**config.mk**
```make
export PLATFORM = sky130hd
export DESIGN_NAME = trackball_rotate_and_scroll_core
export DESIGN_NICKNAME = d
export VERILOG_FILES = /design/src/hw/rtl/trs_pkg.sv /design/src/hw/rtl/trs_front.sv /design/src/hw/rtl/trs_queue.sv /design/src/hw/rtl/trs_back.sv /design/src/hw/rtl/trackball_rotate_and_scroll_core.sv
export SDC_FILE = /design/constraint.sdc
export NUM_CORES = 2
export LEC_CHECK = 0
export BUFFER_PORTS_ARGS = -buffer_cell sky130_fd_sc_hd__buf_2
export CORE_AREA = 4 4 279 281
export DETAILED_ROUTE_END_ITERATION = 12
export DIE_AREA = 0 0 283 285
export PLACE_DENSITY = 0.65
export SYNTH_ARGS = -nofsm -noshare
export SYNTH_HDL_FRONTEND = slang
export SYNTH_HIERARCHICAL = 1
export SYNTH_SLANG_ARGS = --single-unit
export TNS_END_PERCENT = 1
```
**constraint.sdc**
```tcl
create_clock -name clk -period 26.7 [get_ports clk]
set_input_delay 6.675 -clock clk [delete_from_list [all_inputs] [get_ports clk]]
set_output_delay 6.675 -clock clk [all_outputs]
set_load 0.01 [all_outputs]
```
**src/hw/rtl/trs_pkg.sv**
```systemverilog
// Shared types, constants and coefficient tables for the trackball rotate and scroll core.
`default_nettype none

package trs_pkg;

	localparam int ACCUM_WIDTH_DEF    = 16;
	localparam int TRIG_FRAC_BITS_DEF = 14;

	// configuration register indexes
	localparam logic [1:0] REG_ROTATION_INDEX = 2'd0;
	localparam logic [1:0] REG_SCROLL_DIVIDER = 2'd1;
	localparam logic [1:0] REG_SCROLL_NEGATE  = 2'd2;
	localparam logic [1:0] REG_SCROLL_MODE    = 2'd3;

	localparam int CFG_DATA_W = 4;

	localparam logic [3:0] ROT_INDEX_MAX = 4'd8;
	localparam logic [3:0] ROT_INDEX_MID = 4'd4;   // zero degrees
	localparam logic [3:0] ROT_INDEX_RST = 4'd1;
	localparam logic [2:0] DIV_INDEX_MAX = 3'd5;
	localparam logic [2:0] DIV_INDEX_RST = 3'd4;

	localparam logic [2:0] SHIFT_TABLE [6] = '{3'd1, 3'd2, 3'd3, 3'd4, 3'd5, 3'd6};

	// cos and sin of 0, 15, 30, 45, 60 degrees at 24 fraction bits
	localparam logic [63:0] COS_Q24 [5] = '{
		64'd16777216, 64'd16205546, 64'd14529495, 64'd11863283, 64'd8388608};
	localparam logic [63:0] SIN_Q24 [5] = '{
		64'd0, 64'd4342263, 64'd8388608, 64'd11863283, 64'd14529495};

	localparam int QUEUE_DEPTH = 2;
	localparam int QUEUE_PTR_W = $clog2(QUEUE_DEPTH);
	localparam int QUEUE_CNT_W = $clog2(QUEUE_DEPTH + 1);

	typedef struct packed {
		logic [3:0] rotation_index;
		logic [2:0] scroll_divider_index;
		logic       scroll_negate;
		logic       scroll_mode;
	} cfg_t;

	// one rotated report, classified by dominant axis
	typedef struct packed {
		logic signed [7:0] rx;
		logic signed [7:0] ry;
		logic signed [7:0] wheel_h;
		logic signed [7:0] wheel_v;
		logic              lock_x;
	} entry_t;

	// round half up from 24 fraction bits down to frac bits; magnitude only
	function automatic logic [16:0] round_coef(input logic [63:0] v24, input int frac);
		logic [63:0] v;
		v = (v24 << frac) + (64'd1 << 23);
		return v[40:24];
	endfunction

endpackage

`default_nettype wire

```
**src/hw/rtl/trs_front.sv**
```systemverilog
// Front end: accepts reports, rotates the motion and classifies the dominant axis.
`default_nettype none

module trs_front #(
	parameter int TRIG_FRAC_BITS = trs_pkg::TRIG_FRAC_BITS_DEF
) (
	input  wire logic                clk,
	input  wire logic                arst_n,
	input  wire trs_pkg::cfg_t       cfg,
	input  wire logic                in_valid,
	output logic                     in_ready,
	input  wire logic signed [7:0]   motion_x,
	input  wire logic signed [7:0]   motion_y,
	input  wire logic signed [7:0]   wheel_h,
	input  wire logic signed [7:0]   wheel_v,
	output logic                     push,
	output trs_pkg::entry_t          push_data,
	input  wire logic                full
);
	import trs_pkg::*;

	localparam int CW = TRIG_FRAC_BITS + 2;
	localparam int PW = CW + 8;
	localparam int SW = PW + 1;
	localparam logic signed [SW-1:0] TRUNC_BIAS = SW'((64'd1 << TRIG_FRAC_BITS) - 64'd1);
	localparam logic signed [SW-1:0] SAT_MAX = SW'(127);
	localparam logic signed [SW-1:0] SAT_MIN = SW'(-128);

	logic [3:0]              ri_sat;
	logic [2:0]              k;
	logic [16:0]             cos_full, sin_full;
	logic signed [CW-1:0]    c_s, s_s;

	logic                    valid_s1;
	logic signed [PW-1:0]    pxc_s1, pys_s1, pxs_s1, pyc_s1;
	logic signed [7:0]       wh_s1, wv_s1;

	logic signed [SW-1:0]    sum_x, sum_y;
	logic signed [7:0]       rx, ry;
	logic [8:0]              ax, ay;

	function automatic logic signed [7:0] trunc_sat(input logic signed [SW-1:0] s);
		logic signed [SW-1:0] t;
		t = (s < 0) ? ((s + TRUNC_BIAS) >>> TRIG_FRAC_BITS) : (s >>> TRIG_FRAC_BITS);
		if (t > SAT_MAX) begin
			return 8'sd127;
		end else if (t < SAT_MIN) begin
			return -8'sd128;
		end
		return t[7:0];
	endfunction

	// coefficient selection
	always_comb begin
		ri_sat = (cfg.rotation_index > ROT_INDEX_MAX) ? ROT_INDEX_MAX : cfg.rotation_index;
		k = (ri_sat >= ROT_INDEX_MID) ? 3'(ri_sat - ROT_INDEX_MID) :
			3'(ROT_INDEX_MID - ri_sat);
		cos_full = round_coef(COS_Q24[k], TRIG_FRAC_BITS);
		sin_full = round_coef(SIN_Q24[k], TRIG_FRAC_BITS);
		c_s = CW'({1'b0, cos_full[TRIG_FRAC_BITS:0]});
		s_s = CW'({1'b0, sin_full[TRIG_FRAC_BITS:0]});
		// negative table angles flip the sine
		if (ri_sat < ROT_INDEX_MID) begin
			s_s = -s_s;
		end
	end

	assign in_ready = !valid_s1 || !full;
	assign push     = valid_s1 && !full;

	always_ff @(posedge clk or negedge arst_n) begin
		if (!arst_n) begin
			valid_s1 <= 1'b0;
		end else if (in_valid && in_ready) begin
			valid_s1 <= 1'b1;
		end else if (push) begin
			valid_s1 <= 1'b0;
		end
	end

	always_ff @(posedge clk) begin
		if (in_valid && in_ready) begin
			pxc_s1 <= PW'(motion_x) * PW'(c_s);
			pys_s1 <= PW'(motion_y) * PW'(s_s);
			pxs_s1 <= PW'(motion_x) * PW'(s_s);
			pyc_s1 <= PW'(motion_y) * PW'(c_s);
			wh_s1  <= wheel_h;
			wv_s1  <= wheel_v;
		end
	end

	always_comb begin
		sum_x = SW'(pxc_s1) + SW'(pys_s1);
		sum_y = SW'(pyc_s1) - SW'(pxs_s1);
		rx = trunc_sat(sum_x);
		ry = trunc_sat(sum_y);
		ax = rx[7] ? 9'(-{rx[7], rx}) : 9'({rx[7], rx});
		ay = ry[7] ? 9'(-{ry[7], ry}) : 9'({ry[7], ry});
		push_data.rx      = rx;
		push_data.ry      = ry;
		push_data.wheel_h = wh_s1;
		push_data.wheel_v = wv_s1;
		push_data.lock_x  = ax > ay;   // ties lock to vertical
	end

endmodule

`default_nettype wire

```
**src/hw/rtl/trs_queue.sv**
```systemverilog
// Short item queue between the front end and the scroll back end.
`default_nettype none

module trs_queue (
	input  wire logic            clk,
	input  wire logic            arst_n,
	input  wire logic            push,
	input  wire trs_pkg::entry_t push_data,
	output logic                 full,
	input  wire logic            pop,
	output trs_pkg::entry_t      pop_data,
	output logic                 empty
);
	import trs_pkg::*;

	entry_t                   mem_q [QUEUE_DEPTH];
	logic [QUEUE_PTR_W-1:0]   wr_ptr_q, rd_ptr_q;
	logic [QUEUE_CNT_W-1:0]   count_q;

	assign full     = (count_q == QUEUE_CNT_W'(QUEUE_DEPTH));
	assign empty    = (count_q == '0);
	assign pop_data = mem_q[rd_ptr_q];

	always_ff @(posedge clk or negedge arst_n) begin
		if (!arst_n) begin
			wr_ptr_q <= '0;
			rd_ptr_q <= '0;
			count_q  <= '0;
		end else begin
			if (push) begin
				wr_ptr_q <= (wr_ptr_q == QUEUE_PTR_W'(QUEUE_DEPTH - 1)) ? '0 :
					QUEUE_PTR_W'(wr_ptr_q + 1'b1);
			end
			if (pop) begin
				rd_ptr_q <= (rd_ptr_q == QUEUE_PTR_W'(QUEUE_DEPTH - 1)) ? '0 :
					QUEUE_PTR_W'(rd_ptr_q + 1'b1);
			end
			if (push && !pop) begin
				count_q <= QUEUE_CNT_W'(count_q + 1'b1);
			end else if (pop && !push) begin
				count_q <= QUEUE_CNT_W'(count_q - 1'b1);
			end
		end
	end

	always_ff @(posedge clk) begin
		if (push) begin
			mem_q[wr_ptr_q] <= push_data;
		end
	end

`ifndef SYNTHESIS
	a_no_overflow: assert property (@(posedge clk) disable iff (!arst_n)
		push |-> (!full || pop)) else $error("queue push while full");
	a_no_underflow: assert property (@(posedge clk) disable iff (!arst_n)
		pop |-> !empty) else $error("queue pop while empty");
	a_count_range: assert property (@(posedge clk) disable iff (!arst_n)
		count_q <= QUEUE_CNT_W'(QUEUE_DEPTH)) else $error("queue count out of range");
`endif

endmodule

`default_nettype wire

```
**src/hw/rtl/trs_back.sv**
```systemverilog
// Back end: scroll accumulation, wheel clamping and the output register.
`default_nettype none

module trs_back #(
	parameter int ACCUM_WIDTH = trs_pkg::ACCUM_WIDTH_DEF
) (
	input  wire logic              clk,
	input  wire logic              arst_n,
	input  wire trs_pkg::cfg_t     cfg,
	input  wire logic              empty,
	input  wire trs_pkg::entry_t   pop_data,
	output logic                   pop,
	output logic                   out_valid,
	input  wire logic              out_ready,
	output logic signed [7:0]      out_x,
	output logic signed [7:0]      out_y,
	output logic signed [7:0]      out_h,
	output logic signed [7:0]      out_v
);
	import trs_pkg::*;

	localparam int AW = ACCUM_WIDTH;
	localparam logic signed [AW:0] WHEEL_MAX = (AW+1)'(127);
	localparam logic signed [AW:0] WHEEL_MIN = (AW+1)'(-127);

	logic                    out_valid_q;
	logic signed [7:0]       out_x_q, out_y_q, out_h_q, out_v_q;

	logic signed [AW-1:0]    acc_q   [2];
	logic signed [AW-1:0]    acc_sum [2];
	logic signed [AW-1:0]    acc_nxt [2];
	logic signed [AW-1:0]    quo     [2];
	logic signed [AW:0]      wsum    [2];
	logic signed [8:0]       add_l   [2];
	logic signed [7:0]       wheel_l [2];
	logic signed [7:0]       new_w   [2];
	logic signed [9:0]       used    [2];

	logic [2:0]              di_sat;
	logic [2:0]              shamt;
	logic signed [8:0]       dx, dy;

	assign pop       = !empty && (!out_valid_q || out_ready);
	assign out_valid = out_valid_q;
	assign out_x     = out_x_q;
	assign out_y     = out_y_q;
	assign out_h     = out_h_q;
	assign out_v     = out_v_q;

	always_comb begin
		di_sat = (cfg.scroll_divider_index > DIV_INDEX_MAX) ? DIV_INDEX_MAX :
			cfg.scroll_divider_index;
		shamt = SHIFT_TABLE[di_sat];
		dx = pop_data.lock_x ? 9'(pop_data.rx) : 9'sd0;
		dy = pop_data.lock_x ? 9'sd0 : 9'(pop_data.ry);
		// horizontal adds x*m, vertical adds -y*m
		add_l[0] = cfg.scroll_negate ? -dx : dx;
		add_l[1] = cfg.scroll_negate ? dy : -dy;
		wheel_l[0] = pop_data.wheel_h;
		wheel_l[1] = pop_data.wheel_v;
	end

	for (genvar l = 0; l < 2; l++) begin : g_lane
		always_comb begin
			acc_sum[l] = acc_q[l] + AW'(add_l[l]);
			quo[l]     = acc_sum[l] >>> shamt;
			wsum[l]    = (AW+1)'(wheel_l[l]) + (AW+1)'(quo[l]);
			if (quo[l] == '0) begin
				new_w[l] = wheel_l[l];
			end else if (wsum[l] > WHEEL_MAX) begin
				new_w[l] = 8'sd127;
			end else if (wsum[l] < WHEEL_MIN) begin
				new_w[l] = -8'sd127;
			end else begin
				new_w[l] = wsum[l][7:0];
			end
			used[l]    = 10'(new_w[l]) - 10'(wheel_l[l]);
			acc_nxt[l] = acc_sum[l] - (AW'(used[l]) <<< shamt);
		end

		always_ff @(posedge clk or negedge arst_n) begin
			if (!arst_n) begin
				acc_q[l] <= '0;
			end else if (pop && cfg.scroll_mode) begin
				acc_q[l] <= acc_nxt[l];
			end
		end
	end

	always_ff @(posedge clk or negedge arst_n) begin
		if (!arst_n) begin
			out_valid_q <= 1'b0;
		end else if (pop) begin
			out_valid_q <= 1'b1;
		end else if (out_ready) begin
			out_valid_q <= 1'b0;
		end
	end

	always_ff @(posedge clk) begin
		if (pop) begin
			if (cfg.scroll_mode) begin
				out_x_q <= 8'sd0;
				out_y_q <= 8'sd0;
				out_h_q <= new_w[0];
				out_v_q <= new_w[1];
			end else begin
				out_x_q <= pop_data.rx;
				out_y_q <= pop_data.ry;
				out_h_q <= pop_data.wheel_h;
				out_v_q <= pop_data.wheel_v;
			end
		end
	end

`ifndef SYNTHESIS
	a_ptr_mode_acc_h: assert property (@(posedge clk) disable iff (!arst_n)
		!cfg.scroll_mode |=> (acc_q[0] == $past(acc_q[0]) || $past(cfg.scroll_mode) != cfg.scroll_mode))
		else $error("horizontal accumulator moved in pointer mode");
	a_ptr_mode_acc_v: assert property (@(posedge clk) disable iff (!arst_n)
		!cfg.scroll_mode |=> (acc_q[1] == $past(acc_q[1]) || $past(cfg.scroll_mode) != cfg.scroll_mode))
		else $error("vertical accumulator moved in pointer mode");
	a_scroll_zero_motion: assert property (@(posedge clk) disable iff (!arst_n)
		(pop && cfg.scroll_mode) |=> (out_x_q == 8'sd0 && out_y_q == 8'sd0))
		else $error("motion not cleared in scroll mode");
`endif

endmodule

`default_nettype wire

```
**src/hw/rtl/trackball_rotate_and_scroll_core.sv**
```systemverilog
// Top level of the trackball rotate and scroll core: configuration registers and wiring.
`default_nettype none

// Takes one pointer report per cycle while in_ready is high and returns one result per
// report, in order. A report is rotated in the front end (multiplies, then truncate,
// saturate and dominant-axis pick, one register stage), passes a two-entry queue, and is
// finished in the back end, whose combinational accumulator update feeds the output
// register and sustains one item per clock while out_ready is high. Configuration
// registers are written through cfg_we/cfg_index/cfg_data and should change only while the
// core holds no item; reset selects -45 degrees, shift 5, no negate, pointer mode.
module trackball_rotate_and_scroll_core #(
	parameter int ACCUM_WIDTH    = trs_pkg::ACCUM_WIDTH_DEF,
	parameter int TRIG_FRAC_BITS = trs_pkg::TRIG_FRAC_BITS_DEF
) (
	input  wire logic                           clk,
	input  wire logic                           arst_n,
	input  wire logic                           cfg_we,
	input  wire logic [1:0]                     cfg_index,
	input  wire logic [trs_pkg::CFG_DATA_W-1:0] cfg_data,
	input  wire logic                           in_valid,
	output logic                                in_ready,
	input  wire logic signed [7:0]              motion_x,
	input  wire logic signed [7:0]              motion_y,
	input  wire logic signed [7:0]              wheel_h,
	input  wire logic signed [7:0]              wheel_v,
	output logic                                out_valid,
	input  wire logic                           out_ready,
	output logic signed [7:0]                   out_x,
	output logic signed [7:0]                   out_y,
	output logic signed [7:0]                   out_h,
	output logic signed [7:0]                   out_v
);
	import trs_pkg::*;

	cfg_t    cfg_q;
	logic    push, full, pop, empty;
	entry_t  push_data, pop_data;

	always_ff @(posedge clk or negedge arst_n) begin
		if (!arst_n) begin
			cfg_q.rotation_index       <= ROT_INDEX_RST;
			cfg_q.scroll_divider_index <= DIV_INDEX_RST;
			cfg_q.scroll_negate        <= 1'b0;
			cfg_q.scroll_mode          <= 1'b0;
		end else if (cfg_we) begin
			case (cfg_index)
				REG_ROTATION_INDEX: begin
					cfg_q.rotation_index <= cfg_data[3:0];
				end
				REG_SCROLL_DIVIDER: begin
					cfg_q.scroll_divider_index <= cfg_data[2:0];
				end
				REG_SCROLL_NEGATE: begin
					cfg_q.scroll_negate <= cfg_data[0];
				end
				REG_SCROLL_MODE: begin
					cfg_q.scroll_mode <= cfg_data[0];
				end
				default: begin
				end
			endcase
		end
	end

	trs_front #(
		.TRIG_FRAC_BITS(TRIG_FRAC_BITS)
	) u_front (
		.clk       (clk),
		.arst_n    (arst_n),
		.cfg       (cfg_q),
		.in_valid  (in_valid),
		.in_ready  (in_ready),
		.motion_x  (motion_x),
		.motion_y  (motion_y),
		.wheel_h   (wheel_h),
		.wheel_v   (wheel_v),
		.push      (push),
		.push_data (push_data),
		.full      (full)
	);

	trs_queue u_queue (
		.clk       (clk),
		.arst_n    (arst_n),
		.push      (push),
		.push_data (push_data),
		.full      (full),
		.pop       (pop),
		.pop_data  (pop_data),
		.empty     (empty)
	);

	trs_back #(
		.ACCUM_WIDTH(ACCUM_WIDTH)
	) u_back (
		.clk       (clk),
		.arst_n    (arst_n),
		.cfg       (cfg_q),
		.empty     (empty),
		.pop_data  (pop_data),
		.pop       (pop),
		.out_valid (out_valid),
		.out_ready (out_ready),
		.out_x     (out_x),
		.out_y     (out_y),
		.out_h     (out_h),
		.out_v     (out_v)
	);

endmodule

`default_nettype wire

```
# [Word level (Yosys, flattened, before mapping)]
# Memories as Yosys holds them, arrays and structs flattened.
# Cells that the tools add are included.
[classes] n_eq_ne=4 shifts=4 div=0 reduce_logical=25 addsub=25 n_bitwise=2 magnitude_cmp=17 mul=4 muxes=46
[op_table] cell="$mux 25" n=6
[op_table] cell="$mux 8" n=14
[op_table] cell="$mul 8x16->24" n=4
[op_table] cell="$add 39x24->39 const B" n=2
[op_table] cell="$mux 9" n=6
[op_table] cell="$add 25x15->25 const B" n=2
[op_table] cell="$gt 25x8->1 const B" n=2
[op_table] cell="$lt 25x1->1 const B" n=2
[op_table] cell="$lt 25x8->1 const B" n=2
[op_table] cell="$neg 9->9" n=4
[op_table] cell="$add 8x16->17" n=2
[op_table] cell="$gt 17x8->1 const B" n=2
[op_table] cell="$lt 17x8->1 const B" n=2
[op_table] cell="$add 16x9->16" n=2
[op_table] cell="$logic_not 16->1" n=2
[op_table] cell="$sshl 9x3->16" n=2
[op_table] cell="$sshr 16x3->16" n=2
[op_table] cell="$sub 16x16->16" n=2
[op_table] cell="$add 24x24->25" n=1
[op_table] cell="$sub 24x24->25" n=1
[op_table] cell="$sub 8x8->9" n=2
[op_table] cell="$mux 16" n=1
[op_table] cell="$neg 15->16" n=1
[op_table] cell="$mux 1" n=12
[op_table] cell="other kinds (23)" n=49
[word_totals] regBits=191 latchBits=0 ramBits=66 output_inout_bits=34 wordCells=152 in_bits=43 memories=4 mem_bits_ro=1048
[mem_list] memory="(no name shown)" depth=8 width=64 read_ports=1 rd_ports_with_merged_regs=0 wr=0 line="trs_front.sv:58" rtl="cos_full = round_coef(COS_Q24[k], TRIG_FRAC_BITS);"
[mem_list] memory="(no name shown)" depth=8 width=64 read_ports=1 rd_ports_with_merged_regs=0 wr=0 line="trs_front.sv:59" rtl="sin_full = round_coef(SIN_Q24[k], TRIG_FRAC_BITS);"
[mem_list] memory="u_queue.mem_q" depth=2 width=33 read_ports=1 rd_ports_with_merged_regs=0 wr=1 line="trs_queue.sv:16" rtl="entry_t mem_q [QUEUE_DEPTH];"
[mem_list] memory="(no name shown)" depth=8 width=3 read_ports=1 rd_ports_with_merged_regs=0 wr=0 line="trs_back.sv:53" rtl="shamt = SHIFT_TABLE[di_sat];"

# [Depth between registers and ports, before layout]
[depth] depth_word=15 ltp_mapped=53 ltp_nobuf=49

# [Hierarchy]
# Netlist, hierarchy kept.
[modules_own_cells] module="trs_front" cells_per_inst=2499 area_per_inst_um2=23337.4 instances=1 seq_area_each_um2=3388.2
[modules_own_cells] module="trs_back" cells_per_inst=1437 area_per_inst_um2=11100.6 instances=1 seq_area_each_um2=1786.7
[modules_own_cells] module="trs_queue" cells_per_inst=119 area_per_inst_um2=2720.1 instances=1 seq_area_each_um2=2082.0
[modules_own_cells] module="trackball_rotate_and_scroll_core" cells_per_inst=22 area_per_inst_um2=367.9 instances=1 seq_area_each_um2=227.7

# [Worst setup path before layout]
# Ideal clock, no wire load.
[synth_timing] path_kind="input to register" start="input port motion_x[5]" end="register u_front.pxs_s1[22], data pin" n_path_buf=2 setup_time_ps=266 arrival_time_ps=11444 path_stages=22 required_ps=26434 path_slack_ps=14991 cell_sequence="clkbuf_1 clkbuf_1 nand2_1 fa_1 fa_1 inv_1 fa_1 inv_1 fa_1 inv_1 ha_1 o21ai_0 a21boi_0 o21ai_0 a21oi_1 o21a_1 o31a_1 nor4_1 nor3_1 a41o_1 o41ai_1 xnor2_1"
[synth_via] elab_chain_cells=1
[synth_lines] item="from (decl)" line="trackball_rotate_and_scroll_core.sv:22" rtl="input wire logic signed [7:0] motion_x,"
[synth_lines] item="$mul 8x16->24" line="trs_front.sv:85" rtl="pxs_s1 <= PW'(motion_x) * PW'(s_s);"
[synth_lines] item="to (signal assigned)" line="trs_front.sv:85"
[synth_lines] item="to (decl)" line="trs_front.sv:35" rtl="logic signed [PW-1:0] pxc_s1, pys_s1, pxs_s1, pyc_s1;"
# Every way passes these cells.
# A chain may end at the register's enable or synchronous reset.

==> key figures <==
Outcome
  • Status: finished clean

Clocking
  • Setup bufs post-CTS: 0
  • Hold-fix buffers, CTS: 0
  • Clock Latency Late Sink: 560 ps
  • H-tree depth: 2
  • Clk sink count: around 260
  • Post_cts resized: 0
  • CTS Buf Count: 34
  • CTS clock-pin slew for the worst setup and hold paths: roughly 60 ps
  • CTS tree: built
  • Maximum root-to-sink buffer count: 3
  • CTS root buf: clkbuf_16

Global routing
  • Grt ovf: 0
  • Met1 usage: a little under 30%
  • First-pass GRT wire length: between 150000 and 200000 um
  • Met3 Use GR: 4.29%
  • Vias in the first global route: 29200
  • Largest net degree at the start of global routing: 65
  • Met2 usage in global routing: roughly 41%
  • Antenna violations before repair: 2
  • Grt peak-use layer: met2
  • All-Layer GR Usage: between 20% and 30%

Timing
  • Unrepaired setup endpoints after global routing: false
  • Final Hold Fails: 0
  • Tcrit/Tclk final: between 40% and 50%
  • Clock skew: between 30 and 40 ps
  • Max-slew violations: 0
  • Min Tclk post-route: around 13000 ps
  • Fin Setup TNS: 0 ps
  • Slew HR: slightly below 30%
  • Max Clk Rate: a little under 80 MHz
  • Worst-Margin Slew: about 1100 ps
  • Final setup violation count: 0

Synth
  • Register area share after synthesis: 19.9%
  • Synthesized area per cell: about 9.2 sq um
  • Synth top area cells: fa_1 20%, edfxtp_1 17%, ha_1 13%
  • Leading area contributor after synthesis: fa_1
  • Yosys reg bits: approximately 260
  • Cells after Synth: 4077
  • Post-synth EDFFs: 210
  • Net Count, Synth: ~5000
  • YS warnings: 6
  • Post-Synthesis Cell Area: approximately 38000 sq um
  • Post-synth cell types: between 100 and 150
  • Top_reg_cell synth: edfxtp_1
  • Ys async rst share: 18.3%
  • Area share of the largest cell type after synthesis: between 10% and 20%

Worst hold path
  • Hold crit path type: register to register
  • Hold Path Cell Cnt: 0
  • Hold_sp: u_front/wv_s1[2]
  • Hold EP: u_queue/mem_q[1][3]

Finish
  • Area growth syn-to-layout: 6.36%
  • Number of diodes: 0
  • NumNets Final: 4875
  • Fraction of layout cells with a size suffix above 1: under 10%

Drt
  • Via-to-Cell Ratio: about 5.7
  • Routed WL: ~96000 um
  • Vias: between 20000 and 30000
  • Residual DRC: 0
  • Pre-Repair DR Iteration Count: 5
  • Initial drt markers: around 2000
  • Final antenna-violating net count: 0
  • DR WL/cell: 18.8 um

Place
  • Dpl hpwl: 77600 um
  • Placer Congestion: ~0.9
  • IO buf count: 76

Critical path
  • Worst setup SP type: register
  • Worst Setup End Kind: register
  • RR Startpoint: u_queue/rd_ptr_q
  • R2R depth: between 40 and 50
  • Worst Setup Path Type: register to register
  • Slowest stage delay, CP: approximately 640 ps
  • CP max FO: 26
  • WP data required: roughly 27000 ps
  • R2r endpoint: u_back/acc_q[31]
  • CP top delay family: compound AO/OA/AOI/OAI gates
  • Buf/Inv on CP: 1
  • Crit-path slowest cell: o31ai_1
  • Worst R2R Setup Slack: 14110 ps
  • Arrival time worst endpoint: approximately 13000 ps

Job
  • Maxcap violations: 0

Floorplanning
  • Die height: about 290 um
  • Ports: 77
  • Core Region: between 70000 and 80000 sq um
  • Row count: between 100 and 150
  • Chip width: between 200 and 300 um
  • Die area: just over 80000 sq um
  • Initial core utilization: around half
-- registers in the layout (all words and copies together) (netlist names) --
signal and count:
u_back/out_x 8, u_back/acc_q 32, u_back/out_v 8, u_front/pyc_s1 24, u_front/pxs_s1 24, u_back/out_valid 1, u_queue/mem_q 66, u_back/out_h 8
u_front/pxc_s1 24, u_back/out_y 8, u_queue/count_q 2, u_front/valid_s1 1, u_front/wv_s1 8, u_front/wh_s1 8, u_queue/wr_ptr_q 1, cfg_q 9
u_front/pys_s1 24, u_queue/rd_ptr_q 1
-- metal layers --
layer / part of all wire [%] / vias to the layer above
li1: - / 14100
met1: 42 / 14100
met2: 49 / 711
met3: 5.8 / 170
met4: 3.8 / 0
met5: 0 / -
-- through the flow --
| stage | instances | hold slack, ps | util [%] | area (sq um) | setup WS [ps] |
|---|---|---|---|---|---|
| after floorplan | 4077 | 421 | - | 37500 | 14990 |
| after global placement | 5024 | 425 | 51.4 | 38800 | 14480 |
| after detailed placement | 5024 | 429 | 51.4 | 38800 | 14220 |
| after CTS | 5086 | 444 | 52.9 | 39900 | 14150 |
| after global routing | 5086 | 461 | 52.9 | 39900 | 12950 |
| final | 5086 | 443 | 52.9 | 39900 | 14110 |
-- synth_stat cells, drive strengths merged, types with 10 or more instances --
library cell,instances
mux2,68
o31a,13
o21a,47
ha,380
o21bai,24
a221oi,10
nor2b,64
and3,67
nand2,332
buf,31
clkbuf,102
o31ai,23
mux2i,54
a21oi,206
a211oi,40
inv,581
a21boi,14
a21o,59
nor2,232
nor3b,12
o21ai,187
a211o,14
or2,27
edfxtp,210
nand3,58
xor2,66
nor3,81
xnor2,124
o22ai,21
fa,370
or3,35
a22oi,15
a31oi,28
nand2b,43
dfrtp,45
nor4,21
o221ai,14
and2,155
a41oi,10
a2111oi,10
nand4,19
o211ai,31
-- area by class of cell --
cell class                 count  area (sq um)
tap                          978          1220
fill                        6983         35500
timing repair buffer         102           576
multi-input combinational   3103         27300
clock buffer                  46           970
clock inverter                16           160
sequential                   257          7490
inverter                     584          2190
-- cell families after synthesis --
logic type | after synthesis | synth area share (%)
flops | 257 | 19.9
fa+ha+maj | 750 | 32.4
compound gates | 843 | 15.2
mux | 128 | 4.17
xor+xnor | 190 | 4.54
buf+inv | 717 | 7.41
other cells | 2 | 0.0200
simple gates | 1190 | 16.3
-- how the worst max path moves through the flow --
stage,end,startpoint,cells past startpoint
final,u_back/acc_q[31],u_queue/rd_ptr_q,45
after CTS,u_back/acc_q[31],u_queue/rd_ptr_q,45
after floorplan,u_front/pxs_s1[22],motion_x[5],22
after global routing,u_back/acc_q[31],u_queue/rd_ptr_q,43
after detailed placement,u_back/acc_q[31],u_queue/rd_ptr_q,45
after global placement,u_back/acc_q[31],u_queue/rd_ptr_q,45
-- cells in the final DEF, fill, tap and decap left out, types with 19 or more instances in the layout --
cell | synthesis | routed
or2_2 | 22 | 22
inv_1 | 581 | 581
mux2i_1 | 54 | 54
o21bai_1 | 23 | 23
nor3_1 | 79 | 78
a21o_1 | 59 | 59
buf_2 | 15 | 76
mux2_4 | 33 | 33
mux2_2 | 35 | 35
and2_1 | 153 | 151
nand2_1 | 330 | 329
o21a_1 | 47 | 47
xor2_1 | 66 | 66
o21ai_0 | 180 | 180
buf_4 | 2 | 26
nand2b_1 | 42 | 42
edfxtp_1 | 210 | 210
o22ai_1 | 19 | 19
a31oi_1 | 27 | 27
nor2b_1 | 64 | 63
nand3_1 | 57 | 57
o211ai_1 | 28 | 28
a211oi_1 | 38 | 38
o31ai_1 | 21 | 21
nor2_1 | 231 | 229
xnor2_1 | 120 | 120
dfrtp_1 | 45 | 44
a21oi_1 | 203 | 202
or3_1 | 35 | 35
and3_1 | 67 | 67
clkbuf_16 | 0 | 37
ha_1 | 380 | 380
fa_1 | 370 | 370
Power is left out: the tool's default activity adds up to more than one toggle a clock period on the data nets, which glitch-free logic cannot reach.
